## src/lzt_pkg.sv

```systemverilog
// Shared types, constants and controller/datapath interface for the layer z-order table.
package lzt_pkg;

  localparam int ID_W        = 8;
  localparam int LVL_W       = 9;
  localparam int REQ_W       = 10;
  localparam int IN_TDATA_W  = 24;
  localparam int OUT_TDATA_W = 32;
  localparam int OUT_PAD_W   = OUT_TDATA_W - (1 + ID_W + LVL_W + LVL_W + 1);

  typedef logic signed [LVL_W-1:0] level_t;
  typedef logic signed [REQ_W-1:0] req_t;

  localparam logic   OP_ALLOC  = 1'b0;
  localparam logic   OP_SET    = 1'b1;
  localparam level_t LVL_NONE  = level_t'(-1);
  localparam level_t LVL_ONE   = level_t'(1);
  localparam req_t   REQ_NONE  = req_t'(-1);
  localparam req_t   REQ_ONE   = req_t'(1);

  typedef enum logic [2:0] {
    ST_IDLE,
    ST_ALLOC,
    ST_PLAN,
    ST_SHIFT,
    ST_DRAIN,
    ST_PUT,
    ST_DONE
  } state_t;

  typedef struct packed {
    logic accept;
    logic scan_step;
    logic alloc_hit;
    logic alloc_miss;
    logic plan_set;
    logic reject;
    logic shift_issue;
    logic put;
    logic load_out;
  } cmd_t;

  typedef struct packed {
    logic scan_free;
    logic scan_last;
    logic id_bad;
    logic lvl_same;
    logic n_zero;
    logic shift_last;
  } stat_t;

endpackage

```

## src/lzt_ctrl.sv

```systemverilog
// Controller state machine: sequences allocate scans, level moves and result hand-off.
module lzt_ctrl (
  input  logic          clk,
  input  logic          rst_n,
  input  logic          in_tvalid,
  output logic          in_tready,
  input  logic [0:0]    in_tuser,
  output logic          out_tvalid,
  input  logic          out_tready,
  input  lzt_pkg::stat_t stat,
  output lzt_pkg::cmd_t  cmd
);

  lzt_pkg::state_t state_r, state_nxt;
  logic            out_valid_r, out_valid_nxt;

  always_ff @(posedge clk) begin
    if (!rst_n) begin
      state_r     <= lzt_pkg::ST_IDLE;
      out_valid_r <= 1'b0;
    end else begin
      state_r     <= state_nxt;
      out_valid_r <= out_valid_nxt;
    end
  end

  always_comb begin
    state_nxt = state_r;
    cmd       = '0;
    unique case (state_r)
      lzt_pkg::ST_IDLE: begin
        if (in_tvalid) begin
          cmd.accept = 1'b1;
          state_nxt  = (in_tuser[0] == lzt_pkg::OP_SET) ? lzt_pkg::ST_PLAN : lzt_pkg::ST_ALLOC;
        end
      end
      lzt_pkg::ST_ALLOC: begin
        priority if (stat.scan_free) begin
          cmd.alloc_hit = 1'b1;
          state_nxt     = lzt_pkg::ST_DONE;
        end else if (stat.scan_last) begin
          cmd.alloc_miss = 1'b1;
          state_nxt      = lzt_pkg::ST_DONE;
        end else begin
          cmd.scan_step = 1'b1;
        end
      end
      lzt_pkg::ST_PLAN: begin
        priority if (stat.id_bad) begin
          cmd.reject = 1'b1;
          state_nxt  = lzt_pkg::ST_DONE;
        end else if (stat.lvl_same) begin
          cmd.plan_set = 1'b1;
          state_nxt    = lzt_pkg::ST_DONE;
        end else if (stat.n_zero) begin
          cmd.plan_set = 1'b1;
          state_nxt    = lzt_pkg::ST_PUT;
        end else begin
          cmd.plan_set = 1'b1;
          state_nxt    = lzt_pkg::ST_SHIFT;
        end
      end
      lzt_pkg::ST_SHIFT: begin
        cmd.shift_issue = 1'b1;
        if (stat.shift_last) begin
          state_nxt = lzt_pkg::ST_DRAIN;
        end
      end
      lzt_pkg::ST_DRAIN: begin
        state_nxt = lzt_pkg::ST_PUT;
      end
      lzt_pkg::ST_PUT: begin
        cmd.put   = 1'b1;
        state_nxt = lzt_pkg::ST_DONE;
      end
      lzt_pkg::ST_DONE: begin
        // hold the result until the output register is free
        if (!out_valid_r || out_tready) begin
          cmd.load_out = 1'b1;
          state_nxt    = lzt_pkg::ST_IDLE;
        end
      end
      default: begin
        state_nxt = lzt_pkg::ST_IDLE;
      end
    endcase
  end

  always_comb begin
    priority if (cmd.load_out) begin
      out_valid_nxt = 1'b1;
    end else if (out_tready) begin
      out_valid_nxt = 1'b0;
    end else begin
      out_valid_nxt = out_valid_r;
    end
  end

  assign in_tready  = (state_r == lzt_pkg::ST_IDLE);
  assign out_tvalid = out_valid_r;

endmodule

```

## config.mk

```make
export PLATFORM = sky130hd
export DESIGN_NAME = lzt_ctrl
export DESIGN_NICKNAME = d
export VERILOG_FILES = /design/src/lzt_pkg.sv /design/src/lzt_ctrl.sv
export SDC_FILE = /design/constraint.sdc
export NUM_CORES = 1
export LEC_CHECK = 0
export ABC_CLOCK_PERIOD_IN_PS = 3830
export BUFFER_PORTS_ARGS = -buffer_cell sky130_fd_sc_hd__buf_4
export CAP_MARGIN = 40
export CORE_AREA = 3 3 40 42
export CTS_CLUSTER_DIAMETER = 60
export DETAILED_ROUTE_END_ITERATION = 12
export DIE_AREA = 0 0 43 45
export PLACE_DENSITY_LB_ADDON = 0.08
export SKIP_LAST_GASP = 1
export SLEW_MARGIN = 20
export SYNTH_ARGS = -nofsm -noshare
export SYNTH_HDL_FRONTEND = slang
export SYNTH_SLANG_ARGS = --single-unit
```

## constraint.sdc

```tcl
create_clock -name clk -period 3.83 [get_ports clk]
set_clock_uncertainty 0.2 [all_clocks]
set_input_delay 0.766 -clock clk [delete_from_list [all_inputs] [get_ports clk]]
set_output_delay 0.766 -clock clk [all_outputs]
set_load 0.03 [all_outputs]
```

==> results.py <==
metrics = {
    "grt": {
        "grt_pass1_vias": 339,
        "grt-ovfl-total": 0,
        "antenna_found_initial": 0,
        "grt_pass1_wl_um": 1410,
        "grt_max_degree": 17,
        "grt_usage_pct": 10.2,
    },
    "clocking": {
        "tritoncts": "yes",
        "cts-buffers-inserted": 3,
        "cts.htree.levels": 1,
        "cts_sinks": 4,
        "cts-root-buf": "clkbuf_4",
        "cts.clk_slew.worst_paths_ns": 0.04,
        "post_cts_resized": 0,
        "cts_hold_buf": 0,
        "post_cts.repair.setup_buffers": 0,
        "ctsLongestPathBuffers": 2,
        "clock_latency_ns": 0.23,
    },
    "floorplan": {
        "coreArea_mm2": 0.00128,
        "die-area_mm2": 0.00194,
        "die_y_um": 45,
        "start_util_pct": 29.3,
        "die_w_um": 43,
        "row_count": 13,
        "io-pin-count": 22,
    },
    "layout": {
        "layout_common_cells": "21 x buf_4, 5 x o21ai_0, 4 x a21oi_1, 4 x dfxtp_1",
        "drive_above_1_share_pct": 44.1,
        "final_common_cell": "buf_4",
        "n_antenna_cell": 0,
        "fin_area_um2": 541,
        "area_delta_synth_final_pct": 43.5,
        "final_core_util_pct": 42.1,
        "nNetsFinal": 81,
    },
    "placed_design": {
        "placedInstanceArea_um2": 518,
        "routabilityCongestion": 0.681,
        "port_buffers": 21,
    },
    "flow_run": {
        "drv_cap": 0,
    },
    "sta": {
        "rsz0062_at_grt": "false",
        "whs_ns": 0.337,
        "relSlewSlack_pct": 71.1,
        "period_needed_ns": 2.36,
        "finalMaxSlewViolations": 0,
        "hold_viol_final": 0,
        "worst_slew_pin_slew_ns": 0.433,
        "period_share_pct": 61.7,
        "fin_setup_tns_ns": 0,
        "max_freq_ghz": 0.423,
        "finalSetupViolations": 0,
    },
    "worst_hold_path": {
        "worstHoldPathType": "reg2reg",
    },
    "logic_synthesis": {
        "yosysWarningCount": 0,
        "postSynthAreaPerCell_um2": 7.85,
        "synth-seq-cells": 4,
        "yosysSeqAreaShare_pct": 21.3,
        "yosysUniqueCellTypes": 30,
        "syn_inst": 48,
        "synth_nets": 59,
        "syn_area_um2": 377,
    },
    "critical_path": {
        "cp_max_fo": 10,
        "critical_path_class": "reg2out",
        "cp-start-kind": "flip-flop",
        "critPathRequiredTime_ns": 2.86,
        "critPathCaptureType": "primary output",
        "critical_path_arrival_ns": 1.40,
    },
    "power_and_ir_drop": {
        "ir_drop_mv": 0.430,
        "p_leak_nw": 0.238,
        "p_per_area_mw_per_mm2": 709,
    },
    "routing": {
        "drtIter0Drc": 8,
        "firstDrtPassIters": 2,
        "drtAntennaViolNets": 0,
        "drt_drc_violations_left": 0,
        "via_count": 403,
        "viasPerCell": 4.86,
        "drt_wl_total_um": 884,
        "wl_per_cell_um": 10.7,
    },
    "run_status": {
        "status": "finished clean",
    },
}
critical path: stages, from the launching register on:
cell and delay [ns]:
dfxtp_1 0.54, nand2b_4 0.11, nor4b_1 0.30, buf_4 0.21
Yosys cell counts (all sizes together):
library cell  n  area share [%]
and2b         1             2.3
o21ai         5             6.6
dfxtp         4              21
or4b          1             2.7
or4           1             2.0
a21oi         5             7.6
and3          2             3.7
nor3          1             1.3
nor4b         1             2.3
or2b          1             2.0
nor2          3             3.0
nand2         2             2.0
nand4b        1             2.3
inv           2             2.0
o21a          1             2.0
buf           4             9.3
nand2b        2             5.3
or3           3             5.0
nor2b         1             1.7
nand3b        1             2.0
o311a         1             3.0
nor4          1             1.7
and2          1             1.7
nor3b         3             7.3
registers in the layout, summed over array words and instances, names as in the netlist:
register / cells
out_tvalid: 1
state_r: 3
area by class of cell:
class                   instances  area (µm²)
clock buffers                   3        22.5
fillers                       142         744
inverters                       2        7.51
multi-input cells              38         254
flip-flops and latches          4        80.1
well taps                      15        18.8
repair buffers                 21         158
report_power, final:
part / switching [mW] / internal, mW / total, mW
logic: 0.126 / 0.105 / 0.231
clock network: 0.0167 / 0.0350 / 0.0517
registers: 0.0429 / 0.0577 / 0.101
total: 0.186 / 0.197 / 0.383
layer usage:
| layer | global-route usage, % | vias up | part of all wire [%] |
|---|---|---|---|
| met5 | 0 | - | 0 |
| li1 | - | 215 | - |
| met3 | 8.37 | 2 | 11 |
| met4 | 5.42 | 0 | 1.4 |
| met2 | 12.9 | 15 | 43 |
| met1 | 12.0 | 171 | 44 |
worst paths after layout:
path               from          to  slack, ns  cells past startpoint
max          state_r[0]      cmd[5]       1.47                      3
min          out_tvalid  out_tvalid       0.34                      2
max reg2reg  state_r[1]  state_r[2]       2.08                      4
min reg2reg  out_tvalid  out_tvalid       0.34                      2
kinds of logic after synthesis:
group           share of synthesized area [%]
buf+inv                                  11.3
simple gates                             48.2
compound gates                           19.3
flops                                    21.3
per-stage QoR:
step	power [mW]	cells	setup WS, ns
floorplan	0.281	48	1.06
global placement	0.336	80	1.52
detailed placement	0.334	80	1.52
global route	0.418	83	1.36
finish	0.383	83	1.47
CTS	0.388	83	1.45
Power figures use the tool's default switching activity.
