File: src/lzt_pkg.sv
// Shared types, constants and controller/datapath interface for the layer z-order table.
package lzt_pkg;

  localparam int ID_W        = 8;
  localparam int LVL_W       = 9;
  localparam int REQ_W       = 10;
  localparam int IN_TDATA_W  = 24;
  localparam int OUT_TDATA_W = 32;
  localparam int OUT_PAD_W   = OUT_TDATA_W - (1 + ID_W + LVL_W + LVL_W + 1);

  typedef logic signed [LVL_W-1:0] level_t;
  typedef logic signed [REQ_W-1:0] req_t;

  localparam logic   OP_ALLOC  = 1'b0;
  localparam logic   OP_SET    = 1'b1;
  localparam level_t LVL_NONE  = level_t'(-1);
  localparam level_t LVL_ONE   = level_t'(1);
  localparam req_t   REQ_NONE  = req_t'(-1);
  localparam req_t   REQ_ONE   = req_t'(1);

  typedef enum logic [2:0] {
    ST_IDLE,
    ST_ALLOC,
    ST_PLAN,
    ST_SHIFT,
    ST_DRAIN,
    ST_PUT,
    ST_DONE
  } state_t;

  typedef struct packed {
    logic accept;
    logic scan_step;
    logic alloc_hit;
    logic alloc_miss;
    logic plan_set;
    logic reject;
    logic shift_issue;
    logic put;
    logic load_out;
  } cmd_t;

  typedef struct packed {
    logic scan_free;
    logic scan_last;
    logic id_bad;
    logic lvl_same;
    logic n_zero;
    logic shift_last;
  } stat_t;

endpackage

File: src/lzt_ram.sv
// Generic single-write, single-read RAM with registered read data.
module lzt_ram #(
  parameter int W     = 8,
  parameter int DEPTH = 256
) (
  input  logic                     clk,
  input  logic                     we,
  input  logic [$clog2(DEPTH)-1:0] waddr,
  input  logic [W-1:0]             wdata,
  input  logic                     re,
  input  logic [$clog2(DEPTH)-1:0] raddr,
  output logic [W-1:0]             rdata
);

  logic [W-1:0] mem [DEPTH];

  always_ff @(posedge clk) begin
    if (we) begin
      mem[waddr] <= wdata;
    end
    if (re) begin
      rdata <= mem[raddr];
    end
  end

endmodule

File: src/lzt_dp.sv
// Datapath: slot flags, order and level memories, level clamp and move planning, result register.
module lzt_dp #(
  parameter int MAX_LAYERS = 256
) (
  input  logic                            clk,
  input  logic                            rst_n,
  input  logic [lzt_pkg::IN_TDATA_W-1:0]  in_tdata,
  input  logic [0:0]                      in_tuser,
  input  lzt_pkg::cmd_t                   cmd,
  output lzt_pkg::stat_t                  stat,
  output logic [lzt_pkg::OUT_TDATA_W-1:0] out_tdata
);

  localparam int DEPTH = (MAX_LAYERS < 256) ? MAX_LAYERS : 256;
  localparam int AW    = $clog2(DEPTH);

  // accepted word
  logic                      op_r;
  logic [lzt_pkg::ID_W-1:0]  id_r;
  lzt_pkg::req_t             req_r;

  // block state
  logic [DEPTH-1:0]          used_r;
  lzt_pkg::level_t           top_r, top_nxt;
  logic [AW-1:0]             scan_r;

  // move plan
  lzt_pkg::level_t           lv_r;
  logic                      hide_r, show_r, step_neg_r;
  lzt_pkg::level_t           rd_pos_r, wr_pos_r;
  logic [lzt_pkg::LVL_W-1:0] rem_r;
  logic                      rd_vld_r;

  // result
  logic                      res_ok_r, res_redraw_r;
  logic [lzt_pkg::ID_W-1:0]  res_layer_r;
  lzt_pkg::level_t           res_final_r;
  logic [lzt_pkg::OUT_TDATA_W-1:0] out_data_r;

  // memories
  logic [AW-1:0]             ord_rdata, ord_waddr, ord_wdata;
  logic                      ord_we;
  lzt_pkg::level_t           lvl_rdata, lvl_wdata;
  logic [AW-1:0]             lvl_waddr;
  logic                      lvl_we;

  // planning
  lzt_pkg::req_t             old_w, top_w, hi_w, lv_min, lv_c, dst0, n_w, step_w;
  logic                      down_c, hide_c, show_c, step_neg_c;
  lzt_pkg::level_t           step_r;

  lzt_ram #(.W(AW), .DEPTH(DEPTH)) u_order (
    .clk   (clk),
    .we    (ord_we),
    .waddr (ord_waddr),
    .wdata (ord_wdata),
    .re    (cmd.shift_issue),
    .raddr (rd_pos_r[AW-1:0]),
    .rdata (ord_rdata)
  );

  lzt_ram #(.W(lzt_pkg::LVL_W), .DEPTH(DEPTH)) u_level (
    .clk   (clk),
    .we    (lvl_we),
    .waddr (lvl_waddr),
    .wdata (lvl_wdata),
    .re    (cmd.accept),
    .raddr (in_tdata[AW-1:0]),
    .rdata (lvl_rdata)
  );

  // clamp the request and work out the shift run
  always_comb begin
    old_w  = lzt_pkg::req_t'(lvl_rdata);
    top_w  = lzt_pkg::req_t'(top_r);
    hi_w   = lvl_rdata[lzt_pkg::LVL_W-1] ? top_w + lzt_pkg::REQ_ONE : top_w;
    lv_min = (req_r > hi_w) ? hi_w : req_r;
    lv_c   = (lv_min < lzt_pkg::REQ_NONE) ? lzt_pkg::REQ_NONE : lv_min;
    down_c = (lv_c < old_w);
    hide_c = down_c && lv_c[lzt_pkg::REQ_W-1];
    show_c = !down_c && lvl_rdata[lzt_pkg::LVL_W-1];
    priority if (hide_c) begin
      n_w        = top_w - old_w;
      step_neg_c = 1'b0;
    end else if (down_c) begin
      n_w        = old_w - lv_c;
      step_neg_c = 1'b1;
    end else if (show_c) begin
      n_w        = top_w + lzt_pkg::REQ_ONE - lv_c;
      step_neg_c = 1'b1;
    end else begin
      n_w        = lv_c - old_w;
      step_neg_c = 1'b0;
    end
    dst0   = show_c ? top_w + lzt_pkg::REQ_ONE : old_w;
    step_w = step_neg_c ? lzt_pkg::REQ_NONE : lzt_pkg::REQ_ONE;
  end

  assign step_r = step_neg_r ? lzt_pkg::LVL_NONE : lzt_pkg::LVL_ONE;

  // memory write selection
  always_comb begin
    ord_we    = rd_vld_r || (cmd.put && !hide_r);
    ord_waddr = rd_vld_r ? wr_pos_r[AW-1:0] : lv_r[AW-1:0];
    ord_wdata = rd_vld_r ? ord_rdata : id_r[AW-1:0];
    lvl_we    = cmd.alloc_hit || rd_vld_r || cmd.put;
    priority if (cmd.alloc_hit) begin
      lvl_waddr = scan_r;
      lvl_wdata = lzt_pkg::LVL_NONE;
    end else if (rd_vld_r) begin
      lvl_waddr = ord_rdata;
      lvl_wdata = wr_pos_r;
    end else begin
      lvl_waddr = id_r[AW-1:0];
      lvl_wdata = lv_r;
    end
  end

  always_comb begin
    priority if (cmd.put && hide_r) begin
      top_nxt = top_r + lzt_pkg::LVL_NONE;
    end else if (cmd.put && show_r) begin
      top_nxt = top_r + lzt_pkg::LVL_ONE;
    end else begin
      top_nxt = top_r;
    end
  end

  always_ff @(posedge clk) begin
    if (!rst_n) begin
      used_r   <= '0;
      top_r    <= lzt_pkg::LVL_NONE;
      scan_r   <= '0;
      rd_vld_r <= 1'b0;
      rem_r    <= '0;
    end else begin
      top_r    <= top_nxt;
      rd_vld_r <= cmd.shift_issue;
      if (cmd.accept) begin
        scan_r <= '0;
      end else if (cmd.scan_step) begin
        scan_r <= scan_r + AW'(1);
      end
      if (cmd.alloc_hit) begin
        used_r[scan_r] <= 1'b1;
      end
      if (cmd.plan_set) begin
        rem_r <= n_w[lzt_pkg::LVL_W-1:0];
      end else if (cmd.shift_issue) begin
        rem_r <= rem_r - lzt_pkg::LVL_W'(1);
      end
    end
  end

  always_ff @(posedge clk) begin
    if (cmd.accept) begin
      op_r  <= in_tuser[0];
      id_r  <= in_tdata[lzt_pkg::ID_W-1:0];
      req_r <= in_tdata[lzt_pkg::ID_W +: lzt_pkg::REQ_W];
    end
    if (cmd.plan_set) begin
      lv_r       <= lzt_pkg::level_t'(lv_c);
      hide_r     <= hide_c;
      show_r     <= show_c;
      step_neg_r <= step_neg_c;
      wr_pos_r   <= lzt_pkg::level_t'(dst0);
      rd_pos_r   <= lzt_pkg::level_t'(dst0 + step_w);
    end else begin
      if (cmd.shift_issue) begin
        rd_pos_r <= rd_pos_r + step_r;
      end
      if (rd_vld_r) begin
        wr_pos_r <= wr_pos_r + step_r;
      end
    end
    priority if (cmd.alloc_hit) begin
      res_ok_r     <= 1'b1;
      res_layer_r  <= lzt_pkg::ID_W'(scan_r);
      res_final_r  <= lzt_pkg::LVL_NONE;
      res_redraw_r <= 1'b0;
    end else if (cmd.alloc_miss) begin
      res_ok_r     <= 1'b0;
      res_layer_r  <= '0;
      res_final_r  <= lzt_pkg::LVL_NONE;
      res_redraw_r <= 1'b0;
    end else if (cmd.reject) begin
      res_ok_r     <= 1'b0;
      res_layer_r  <= id_r;
      res_final_r  <= lzt_pkg::LVL_NONE;
      res_redraw_r <= 1'b0;
    end else if (cmd.plan_set) begin
      res_ok_r     <= 1'b1;
      res_layer_r  <= id_r;
      res_final_r  <= lzt_pkg::level_t'(lv_c);
      res_redraw_r <= (lv_c != old_w);
    end else begin
      res_ok_r     <= res_ok_r;
    end
    if (cmd.load_out) begin
      out_data_r <= {{lzt_pkg::OUT_PAD_W{1'b0}}, res_redraw_r, top_r, res_final_r,
                     res_layer_r, res_ok_r};
    end
  end

  always_comb begin
    stat            = '0;
    stat.scan_free  = !used_r[scan_r];
    stat.scan_last  = (scan_r == AW'(DEPTH - 1));
    stat.id_bad     = ({1'b0, id_r} >= 9'(DEPTH)) || !used_r[id_r[AW-1:0]] ||
                      (op_r != lzt_pkg::OP_SET);
    stat.lvl_same   = (lv_c == old_w);
    stat.n_zero     = (n_w == '0);
    stat.shift_last = (rem_r == lzt_pkg::LVL_W'(1));
  end

  assign out_tdata = out_data_r;

  a_no_rw_clash: assert property (@(posedge clk) disable iff (!rst_n)
    (rd_vld_r && cmd.shift_issue) |-> (rd_pos_r[AW-1:0] != wr_pos_r[AW-1:0]))
    else $error("order table read and write collide during shift");

  a_top_range: assert property (@(posedge clk) disable iff (!rst_n)
    (top_r >= lzt_pkg::LVL_NONE) && (top_r < DEPTH))
    else $error("top level out of range");

  a_top_hold: assert property (@(posedge clk) disable iff (!rst_n)
    !cmd.put |=> $stable(top_r))
    else $error("top level changed outside a put");

  a_used_sticky: assert property (@(posedge clk) disable iff (!rst_n)
    cmd.alloc_hit |=> used_r[$past(scan_r)] && $stable(top_r))
    else $error("allocated slot not marked used");

endmodule
File: config.mk
export PLATFORM = sky130hd
export DESIGN_NAME = lzt_dp
export DESIGN_NICKNAME = d
export VERILOG_FILES = /design/src/lzt_pkg.sv /design/src/lzt_ram.sv /design/src/lzt_dp.sv
export SDC_FILE = /design/constraint.sdc
export NUM_CORES = 2
export LEC_CHECK = 0
export ABC_AREA = 0
export CAP_MARGIN = 10
export CORE_MARGIN = 8
export CORE_UTILIZATION = 35
export CTS_BUF_LIST = sky130_fd_sc_hd__clkbuf_8
export CTS_CLUSTER_SIZE = 30
export DETAILED_ROUTE_END_ITERATION = 8
export DONT_BUFFER_PORTS = 1
export SYNTH_ARGS = -nofsm -noshare
export SYNTH_HDL_FRONTEND = slang
export SYNTH_HIERARCHICAL = 1
export SYNTH_MEMORY_MAX_BITS = 65536
export SYNTH_SLANG_ARGS = --single-unit
File: constraint.sdc
create_clock -name clk -period 9.1 [get_ports clk]
set_clock_uncertainty 0.1 [all_clocks]
set_input_delay 2.73 -clock clk [delete_from_list [all_inputs] [get_ports clk]]
set_output_delay 2.73 -clock clk [all_outputs]
set_load 0.01 [all_outputs]
==> tab_implementation.tex <==
\begin{tabular}{lr}
\hline
Metric & Value \\
\hline
\multicolumn{2}{l}{\textbf{Outcome}} \\
Run status & finished, violations left \\
Failing checks & slew limit, setup timing \\
\multicolumn{2}{l}{\textbf{STA}} \\
Post-Route Hold Slack & 0.326 ns \\
Number of endpoints with negative hold slack in the final report & 0 \\
Slew HR & -0.635 \\
Post-layout minimum cycle time & 9.97 ns \\
Number of slew-limit violations in the final report & 238 \\
Final Cycle Share & 1.10 \\
Final critical-path setup slack & -0.872 ns \\
Highest clock rate & 100 MHz \\
Setup violations, final & 1 \\
Setup repair after global routing missed its margin & yes \\
Tightest Pin Transition & 2.45 ns \\
\multicolumn{2}{l}{\textbf{Synthesis}} \\
Area fraction of the dominant cell type after synthesis & 0.703 \\
Post-synthesis cell type with the largest combined area & edfxtp\_1 \\
Cell area after technology mapping & 190000 um\^{}2 \\
Syn Area/Cell & 18.7 um\^{}2 \\
Post-Synthesis Cells & 10190 \\
Prevailing post-synth register cell & edfxtp\_1 \\
Portion of the post-synthesis area used by sequential elements & 0.734 \\
Number of synthesized register bits & 4747 \\
Count of unique library cells instantiated by Yosys & 93 \\
Number of flops mapped to enable cells by yosys & 4453 \\
Cell types occupying the most area after synthesis & edfxtp\_1 (70\%), mux4\_2 (13\%), dfxtp\_1 (3.1\%) \\
Post-synth ARST share & 0 \\
Count of warnings emitted by yosys & 6 \\
\multicolumn{2}{l}{\textbf{Cells and area}} \\
Most common cell after layout, fill and taps aside & edfxtp\_1 \\
Utilization after layout & 0.391 \\
Count of nets after finishing & 10728 \\
Area growth, synth to finish & 11.7\% \\
Register cell area after layout & 140000 um\^{}2 \\
Non-filler cells, final & 18409 \\
Total of fill cells in the finished design & 48910 \\
Most used cells in the layout excluding fill and tap cells & edfxtp\_1 (4453), nor2\_1 (1197), mux4\_2 (1081) \\
Total area of multi-input combinational cells & 47600 um\^{}2 \\
Final standard cell area without fillers & 213000 um\^{}2 \\
Share of post-route cells with drive strength above 1 & 0.224 \\
\multicolumn{2}{l}{\textbf{CTS}} \\
Sink count of the clock tree & 4747 \\
CTS Root Buffer Type & clkbuf\_8 \\
Cts bufs inserted & 737 \\
Latest clock arrival within the worst-skew pair & 1.25 ns \\
Clock H-tree levels & 6 \\
Register clock-pin slew on the reported worst setup and hold paths & 0.06 ns \\
Post-CTS Hold Buffers & 0 \\
CTS max path bufs & 4 \\
Clock tree from TritonCTS & yes \\
\multicolumn{2}{l}{\textbf{Die}} \\
Width of the die & 753 um \\
Area enclosed by the die boundary & 567000 um\^{}2 \\
Core Footprint & 543000 um\^{}2 \\
IO Count & 74 \\
Initial Utilization & 0.350 \\
Die Y & 753 um \\
Number of placement rows & 271 \\
\multicolumn{2}{l}{\textbf{Critical path}} \\
Critical path's most frequent cell & buf\_4 \\
Type of destination of the critical path & output port \\
Required time of the critical path & 6.27 ns \\
Worst flop-to-flop path startpoint & top\_r[0] \\
Critical Path Start Type & flop \\
FF-to-FF setup slack & 1.84 ns \\
Reg-to-reg critical path endpoint & rd\_pos\_r[5] \\
Length in cells of the worst reg-to-reg path & 30 \\
Kind of critical path & flop to output port \\
Worst path max stage delay & 0.36 ns \\
Data arrival time of the critical path & 7.14 ns \\
Peak fanout along the critical path & 5 \\
Critical-path cell with the highest stage delay & a2111o\_1 \\
Crit path from & top\_r[0] \\
\multicolumn{2}{l}{\textbf{Place}} \\
RD Place Congestion & 0.859 \\
Worst slack after detailed placement & -0.113 ns \\
Post-DP HPWL & 302000 um \\
Placed Cells & 17073 \\
Post-detailed-placement cell area & 199000 um\^{}2 \\
\# port buffers & 0 \\
\multicolumn{2}{l}{\textbf{Run}} \\
Max-Cap Viols & 0 \\
\multicolumn{2}{l}{\textbf{Route}} \\
DRT antenna net count & 0 \\
Number of remaining DRC errors & 0 \\
Length of the first detailed-routing pass in iterations & 6 \\
Via count of the routed design & 101199 \\
Final Routed Wirelength & 505000 um \\
Vias/cell & 5.50 \\
Routed length per placed instance & 27.4 um \\
DRC marker count from the first detailed-route iteration & 11226 \\
\multicolumn{2}{l}{\textbf{Hold path}} \\
HP Start & res\_layer\_r[5] \\
Worst min-delay path endpoint & out\_tdata[6] \\
Hold-critical path depth & 0 \\
Worst min-delay path class & flop to flop \\
\multicolumn{2}{l}{\textbf{Global route}} \\
GR Overflow Total & 0 \\
Pin count of the biggest net entering global routing & 488 \\
First-pass GRT wire length & 723000 um \\
Overall global routing resource usage & 0.170 \\
Number of global-route vias before repair & 102752 \\
Number of antenna violations at the first check in global routing & 11 \\
\multicolumn{2}{l}{\textbf{Power}} \\
Power density of the placed cells & 258 nW/um\^{}2 \\
Leakage dissipation & 66.1 nW \\
Maximum ir drop on the vdd rail & 0.188 mV \\
\hline
\end{tabular}
-- per-layer routing --
metal,part of all wire,track usage
met1,0.41,0.229
met2,0.48,0.277
met3,0.083,0.0362
met4,0.032,0.0557
met5,0.000057,0
-- through the flow --
step / TNS (ns) / power (mW)
2_1_floorplan: 0 / 33.5
3_3_place_gp: -0.183 / 37.9
3_5_place_dp: -0.113 / 38.1
4_1_cts: -0.944 / 55.0
5_1_grt: -1.21 / 56.7
6_report: -0.872 / 54.8
-- layout make-up --
class | instances | share of cell area
flip-flops and latches | 4747 | 0.657
multi-input cells | 4742 | 0.224
clock buffers | 759 | 0.0492
clock inverters | 540 | 0.0137
inverters | 65 | 0.00117
well taps | 7234 | 0.0426
repair buffers | 310 | 0.0123
diodes | 12 | 0.000141
-- sequential cells by signal, summed over array words and instances (netlist names), 8 cells and up --
signal / count
id_r: 8
lv_r: 9
out_tdata: 28
rd_pos_r: 8
rem_r: 9
req_r: 10
res_final_r: 9
res_layer_r: 8
scan_r: 8
top_r: 9
u_level/mem: 2304
u_level/rdata: 9
u_order/mem: 2048
u_order/rdata: 8
used_r: 256
wr_pos_r: 9
-- critical path: cells and delay by family, from the launching register on --
kind	cells	cell delay [ns]
AOI/OAI and AO/OA	8	1.61
and+or+nand+nor	8	1.39
buffers and inverters	9	1.11
adders and majority gates	3	0.88
DFF	1	0.34
muxes	1	0.30
xor gates and xnor gates	1	0.24
-- synth_stat cells, types with 21 or more instances --
library cell and number:
edfxtp_1 4453, nor2_1 1203, mux4_2 1081, a21oi_1 353, clkbuf_1 345, mux2i_1 334
a22oi_1 307, dfxtp_1 294, nand2_1 157, nand3_1 108, o22ai_1 101, buf_2 100
o21ai_0 94, nor2b_1 88, ha_1 81, o221ai_1 81, nor3_1 79, inv_1 61
buf_4 59, nor4_1 58, a211oi_1 52, mux2_2 51, buf_6 49, nand2b_1 49
buf_1 48, xnor2_1 36, nand4_1 32, xor2_1 31, a221oi_1 27, buf_8 25
o21a_1 24, a22o_1 23, o211ai_1 22, a31oi_1 21
-- how the worst max path moves through the flow --
stage | endpoint | slack (ns) | depth (start not counted)
5_1_grt | stat[1] | -1.21 | 30
6_report | stat[1] | -0.87 | 30
4_1_cts | stat[1] | -0.94 | 28
2_1_floorplan | stat[1] | 0.04 | 27
3_5_place_dp | stat[1] | -0.11 | 29
3_3_place_gp | stat[1] | -0.18 | 27
-- kinds of logic after synthesis --
family | share of synthesized area
AOI/OAI and AO/OA | 0.0435
and+or+nand+nor | 0.0432
DFF | 0.734
xor gates and xnor gates | 0.00308
adders and majority gates | 0.00617
muxes | 0.150
buffers and inverters | 0.0202
other | 0.0000197
-- timing repair --
| action | in CTS | in global routing |
|---|---|---|
| gates cloned | 0 | 0 |
| endpoints found under the setup margin | 2 | 1 |
| pin swaps | 27 | 18 |
| buffers inserted | 21 | 2 |
| resized for setup | 65 | 18 |
-- power breakdown --
| group | switching (mW) | internal (mW) | total [mW] |
|---|---|---|---|
| clock network | 8.39 | 8.10 | 16.5 |
| logic | 8.14 | 4.53 | 12.7 |
| registers | 0.230 | 25.4 | 25.6 |
Power figures use the tool's default switching activity.
